$ cat config.mk
export PLATFORM = sky130hd
export DESIGN_NAME = fprm_div
export DESIGN_NICKNAME = d
export VERILOG_FILES = /design/src/hw/rtl/fprm_pkg.sv /design/src/hw/rtl/fprm_div.sv
export SDC_FILE = /design/constraint.sdc
export NUM_CORES = 1
export LEC_CHECK = 0
export ABC_CLOCK_PERIOD_IN_PS = 6400
export BUFFER_PORTS_ARGS = -buffer_cell sky130_fd_sc_hd__buf_2
export CAP_MARGIN = 20
export CORE_ASPECT_RATIO = 1.2
export CORE_MARGIN = 4
export CORE_UTILIZATION = 40
export CTS_CLUSTER_DIAMETER = 40
export CTS_CLUSTER_SIZE = 40
export DETAILED_ROUTE_END_ITERATION = 8
export PLACE_DENSITY = 0.6
export SETUP_SLACK_MARGIN = 0.2
export SYNTH_ARGS = -nofsm -noshare
export SYNTH_HDL_FRONTEND = slang
export SYNTH_SLANG_ARGS = --single-unit
$ cat constraint.sdc
create_clock -name clk -period 6.4 [get_ports clk]
set_input_delay 1.28 -clock clk [delete_from_list [all_inputs] [get_ports clk]]
set_output_delay 1.28 -clock clk [all_outputs]
set_load 0.02 [all_outputs]
$ cat src/hw/rtl/fprm_pkg.sv
`timescale 1ns / 1ps
// ----------------------------------------------------------------------------
// fprm_pkg
// Shared types, widths and constants of the frame pacer with rate meter.
// ----------------------------------------------------------------------------
package fprm_pkg;

	// Sliding window of record timestamps
	localparam int WINDOW = 120;
	localparam int IDX_W  = (WINDOW > 1) ? $clog2(WINDOW) : 1;
	localparam int CNT_W  = $clog2(WINDOW + 1);
	localparam logic [CNT_W-1:0] WINDOW_CNT = CNT_W'(WINDOW);
	localparam logic [CNT_W-1:0] WINDOW_LAST_CNT = CNT_W'(WINDOW - 1);

	// Payload widths
	localparam int TIME_W     = 32;
	localparam int FPS_W      = 21;
	localparam int CFG_IDX_W  = 8;
	localparam int CFG_DATA_W = 8;

	// Arithmetic constants
	localparam int MS_PER_S   = 1000;
	localparam int RATE_SCALE = 20000 * (WINDOW - 1);
	localparam int NUM_W      = $clog2(RATE_SCALE + 1);
	localparam int STEP_W     = (NUM_W > 1) ? $clog2(NUM_W) : 1;
	localparam logic [FPS_W-1:0] FPS_SAT = FPS_W'(1190000);

	// Register reset values
	localparam logic [CFG_DATA_W-1:0] TARGET_FPS_RST      = CFG_DATA_W'(60);
	localparam logic [CFG_DATA_W-1:0] UPDATE_INTERVAL_RST = CFG_DATA_W'(60);

	// Register indexes
	localparam logic [CFG_IDX_W-1:0] REG_TARGET_FPS      = CFG_IDX_W'(0);
	localparam logic [CFG_IDX_W-1:0] REG_UPDATE_INTERVAL = CFG_IDX_W'(1);

	// Sequencer states
	typedef enum logic [2:0] {
		ST_IDLE,
		ST_RD_OLD,
		ST_RD_NEW,
		ST_DIV_EXP,
		ST_DIV_RATE,
		ST_DONE
	} state_t;

	// Divider request and response
	typedef struct packed {
		logic              start;
		logic [NUM_W-1:0]  num;
		logic [TIME_W-1:0] den;
	} div_req_t;

	typedef struct packed {
		logic             done;
		logic [NUM_W-1:0] quot;
	} div_rsp_t;

	// Ring index of base + offset, both below WINDOW
	function automatic logic [IDX_W-1:0] ring_add(input logic [IDX_W-1:0] base,
			input logic [IDX_W-1:0] offset);
		logic [IDX_W:0] sum;
		sum = {1'b0, base} + {1'b0, offset};
		if (sum >= (IDX_W + 1)'(WINDOW)) begin
			sum = sum - (IDX_W + 1)'(WINDOW);
		end
		return sum[IDX_W-1:0];
	endfunction

endpackage

$ cat src/hw/rtl/fprm_div.sv
`timescale 1ns / 1ps
// ----------------------------------------------------------------------------
// fprm_div
// Restoring divider, one quotient bit per cycle. Shared by the expected
// frame time and the rate measurement.
// ----------------------------------------------------------------------------
module fprm_div (
	input  logic               clk,
	input  logic               arst_n,
	input  fprm_pkg::div_req_t req,
	output fprm_pkg::div_rsp_t rsp
);

	logic                           busy_q;
	logic                           done_q;
	logic [fprm_pkg::STEP_W-1:0]    step_q;
	logic [fprm_pkg::NUM_W-1:0]     num_q;
	logic [fprm_pkg::TIME_W-1:0]    den_q;
	logic [fprm_pkg::TIME_W-1:0]    rem_q;
	logic [fprm_pkg::TIME_W:0]      trial;
	logic [fprm_pkg::TIME_W:0]      diff;
	logic                           qbit;
	logic [fprm_pkg::TIME_W-1:0]    rem_next;

	// Shift in the next dividend bit and try the subtract
	always_comb begin
		trial    = {rem_q, num_q[fprm_pkg::NUM_W-1]};
		diff     = trial - {1'b0, den_q};
		qbit     = (trial >= {1'b0, den_q});
		rem_next = qbit ? diff[fprm_pkg::TIME_W-1:0] : trial[fprm_pkg::TIME_W-1:0];
	end

	// Step control
	always_ff @(posedge clk or negedge arst_n) begin
		if (!arst_n) begin
			busy_q <= 1'b0;
			done_q <= 1'b0;
			step_q <= '0;
		end else begin
			done_q <= 1'b0;
			if (req.start) begin
				busy_q <= 1'b1;
				step_q <= '0;
			end else if (busy_q) begin
				step_q <= step_q + 1'b1;
				if (step_q == fprm_pkg::STEP_W'(fprm_pkg::NUM_W - 1)) begin
					busy_q <= 1'b0;
					done_q <= 1'b1;
				end
			end
		end
	end

	// Dividend shifts out while quotient bits shift in
	always_ff @(posedge clk) begin
		if (req.start) begin
			num_q <= req.num;
			den_q <= req.den;
			rem_q <= '0;
		end else if (busy_q) begin
			num_q <= {num_q[fprm_pkg::NUM_W-2:0], qbit};
			rem_q <= rem_next;
		end
	end

	assign rsp.done = done_q;
	assign rsp.quot = num_q;

endmodule

==> metrics.md <==
| Metric | Value |
|---|---|
| Non-filler cells, final | 806 |
| Clk Latency, worst-skew pair | between 300 and 400 ps |
| Setup-failing EPs final | 0 |
| Max Freq | 300 MHz |
| Delay-heaviest family, CP | compound AO/OA/AOI/OAI gates |
| Die width | 115 µm |
| Number of placement rows | 46 |
| IO Pins | 80 |
| Critical Path End Type | flip-flop |
| Ys Warns | 0 |
| R2r setup slk | 3060 ps |
| Pint | 0.00103 W |
| Commonest cells post-synth | nor2_1 (62), edfxtp_1 (54), a21oi_1 (51), inv_1 (43), ha_1 (34) |
| Pleak | ~2.8 nW |
| Initial antenna violation count | 0 |
| DRC Markers | 0 |
| Worst setup margin | slightly above 3000 ps |
| Worst slew margin | 0.517 |
| DIE AREA | 15700 µm² |
| Hold wc startpoint | rem_q[3] |
| Top-area cell type share of the netlist area | 0.294 |
| Fin crit period | roughly 3300 ps |
| Core outline area | between 10000 and 15000 µm² |
| Post-DP HPWL | 8810 µm |
| Synthesized netlist cell count | 569 |
| Worst Reg-to-Reg Cells | 11 |
| Congestion Overflow GR | 0 |
| Netlist Area Pre-Place | 5520 µm² |
| TritonCTS Buffers | 9 |
| Ys async rst share | 0.0753 |
| Die height | 137 µm |
| Hold Path Depth | 2 |
| Maxcap violations | 0 |
| Clock Pin Slew Worst Setup and Hold Paths | 70 ps |
| Most frequent cell after synthesis | nor2_1 |
| TritonCTS clock tree | built |
| GPL Wtd Cong | 0.860 |
| Peak VDD IR | between 150 and 200 µV |
| Cell area after layout | approximately 6300 µm² |
| Postcts setup bufs | 0 |
| Max-slew violations | 0 |
| Final setup TNS | 0 ps |
| Fin. Hold Viols | 0 |
| Critical path class | flip-flop to flip-flop |
| Worst r2r src | den_q[6] |
| Top post-synthesis cells by area | edfxtp_1 (29%), dfxtp_1 (12%), ha_1 (7.7%) |
| Grt peak-use layer | met2 |
| Clock power share | 0.388 |
| CP Max Fanout | 41 |
| Cell taking the most area after synthesis | edfxtp_1 |
| Vias per std cell | 5.34 |
| Final #Nets | 725 |
| Pre-CTS WS | 3060 ps |
| Initial DRC count | around 160 |
| Synthesized netlist net count | 661 |
| Critical path's largest stage delay | 470 ps |
| Final wirelength | 12000 µm |
| Sinks on Clock Net | 93 |
| Vias in the first global route | 4220 |
| Clk buf depth | 2 |
| Crit path max-delay cell type | buf_4 |
| N_diodes | 0 |
| Placed insts | 790 |
| First-pass GRT wire length | 20000 µm |
| Syn Area/Cell | 9.70 µm² |
| Synth cell types | 57 |
| Largest net degree at the start of global routing | between 70 and 80 |
| Clk_skew | 10.7 ps |
| Met3 layer usage reported by global route | 0.0380 |
| Htree depth | 3 |
| Tcrit/Tclk final | 0.521 |
| Outcome | finished clean |
| Post-synthesis sequential area ratio | 0.442 |
| Worst path required time | between 6000 and 7000 ps |
| Root Buffer | clkbuf_16 |
| Cts repair resizes | 0 |
| Net load switching power | 0.000385 W |
| CP Launch Type | flip-flop |
| IO buf count | 79 |
| Top FF cell, synth | edfxtp_1 |
| Critical path data arrival time | about 3600 ps |
| Sequential Power Share | 0.486 |
| Layout cells sized above 1 | 0.199 |
| Cell area power density | 223 nW/µm² |
| Global routing usage on met2 | 0.265 |
| Hold_ws | 505 ps |
| Comb pwr share | 0.126 |
| Worst Hold Class | flip-flop to flip-flop |
| Fillcell total | 1295 |
| WL/cell | 14.9 µm |
| DR pass1 iterations | 4 |
| Total global routing track utilization | 0.158 |
| Critical path origin | den_q[6] |
| Crit-path cells | inv_1 > ha_1 > a21oi_1 > a21oi_1 > nor4_2 > a21oi_2 > o2111ai_1 > a21o_1 > buf_4 > a21oi_1 > a211oi_1 |
| Met1 Use GR | 0.198 |
| Sw Share | 0.273 |
| Via Count | 4302 |
| RSZ-0062 raised after global routing | no |
| Slew of the pin with the lowest slew margin | 725 ps |
| Bufs and invs on worst path | 2 |
| EDFF count, synth | 54 |
| Worst path depth | 11 |
| CTS hold repair buffers | 0 |
| Most used cell along the critical path | a21oi_1 |
| FF+latch count, synth | just over 90 |
| Area growth syn-to-layout | 14.6% |
| Placement Cell Area | about 6000 µm² |
| Initial core utilization | 0.413 |
| Final ANT Viol Nets | 0 |
==> worst register-to-register path, stage by stage (launching register included) <==
cell and delay, ps:
edfxtp_1 320, inv_1 50, ha_1 360, a21oi_1 240, a21oi_1 120, nor4_2 430, a21oi_2 180, o2111ai_1 210
a21o_1 450, buf_4 470, a21oi_1 160, a211oi_1 270
==> power by group through the flow <==
stage	clock network, W	registers, W	logic [W]
after floorplan	0	0.000714	0.000102
after detailed placement	0	0.000699	0.000179
after global routing	0.000591	0.000691	0.000197
after CTS	0.000567	0.000687	0.000180
after global placement	0	0.000698	0.000177
final	0.000547	0.000686	0.000178
==> state kept, by name, indices dropped and copies added (netlist names) <==
signal  cells
busy_q      1
den_q      32
done_q      1
num_q      22
rem_q      32
step_q      5
==> through the flow <==
| step | utilization | power, W |
|---|---|---|
| after floorplan | - | 0.000817 |
| after global placement | 0.450 | 0.000876 |
| after detailed placement | 0.450 | 0.000878 |
| after CTS | 0.474 | 0.00143 |
| after global routing | 0.474 | 0.00148 |
| final | 0.474 | 0.00141 |
==> cell families (layout without fill, tap and decap cells) <==
logic type	after synthesis	count (layout)	synth area share
muxes	26	26	0.0519
adders and majority gates	35	35	0.0807
AOI/OAI and AO/OA	153	153	0.178
DFF	93	93	0.442
xor gates and xnor gates	32	32	0.0508
and+or+nand+nor	158	158	0.142
buffers and inverters	72	141	0.0544
==> placed cells by master (no fill, tap or decap), types with 5 or more instances in the layout <==
cell type  instances
xor2_1            20
dfxtp_1           32
mux2i_1            5
dfrtp_1            6
ha_1              34
and3_1             5
o21ai_0           16
nand2_1           27
nor3_1             8
xnor2_1           12
buf_2             78
a211oi_1          26
inv_1             43
nand3_1            7
clkbuf_16          9
nor2_1            62
edfxtp_1          54
nand2b_1          13
o22ai_1            6
mux2_2            21
a31oi_1            7
nand4_1            8
a21o_1            19
a21oi_1           51
==> path summary, 6_finish.rpt <==
kind / to
max: rem_q[19]
min: rem_q[3]
max reg2reg: rem_q[19]
min reg2reg: rem_q[3]
max in group asynchronous: busy_q
min in group asynchronous: step_q[3]
==> metal layers <==
metal	wire length [µm]	vias up
met5	0	-
met4	195	0
met3	449	14
met2	6040	67
met1	5300	2020
li1	-	2201
==> layout make-up <==
| type | count | area [µm²] | share of cell area |
|---|---|---|---|
| Sequential cell | 93 | 2440 | 0.386 |
| Clock inverter | 7 | 86.3 | 0.0137 |
| Inverter | 43 | 161 | 0.0255 |
| Clock buffer | 9 | 225 | 0.0356 |
| Tap cell | 168 | 210 | 0.0332 |
| Timing Repair Buffer | 82 | 420 | 0.0665 |
| Multi-Input combinational cell | 404 | 2780 | 0.440 |
Note: power is estimated with default switching activity, not from simulation.
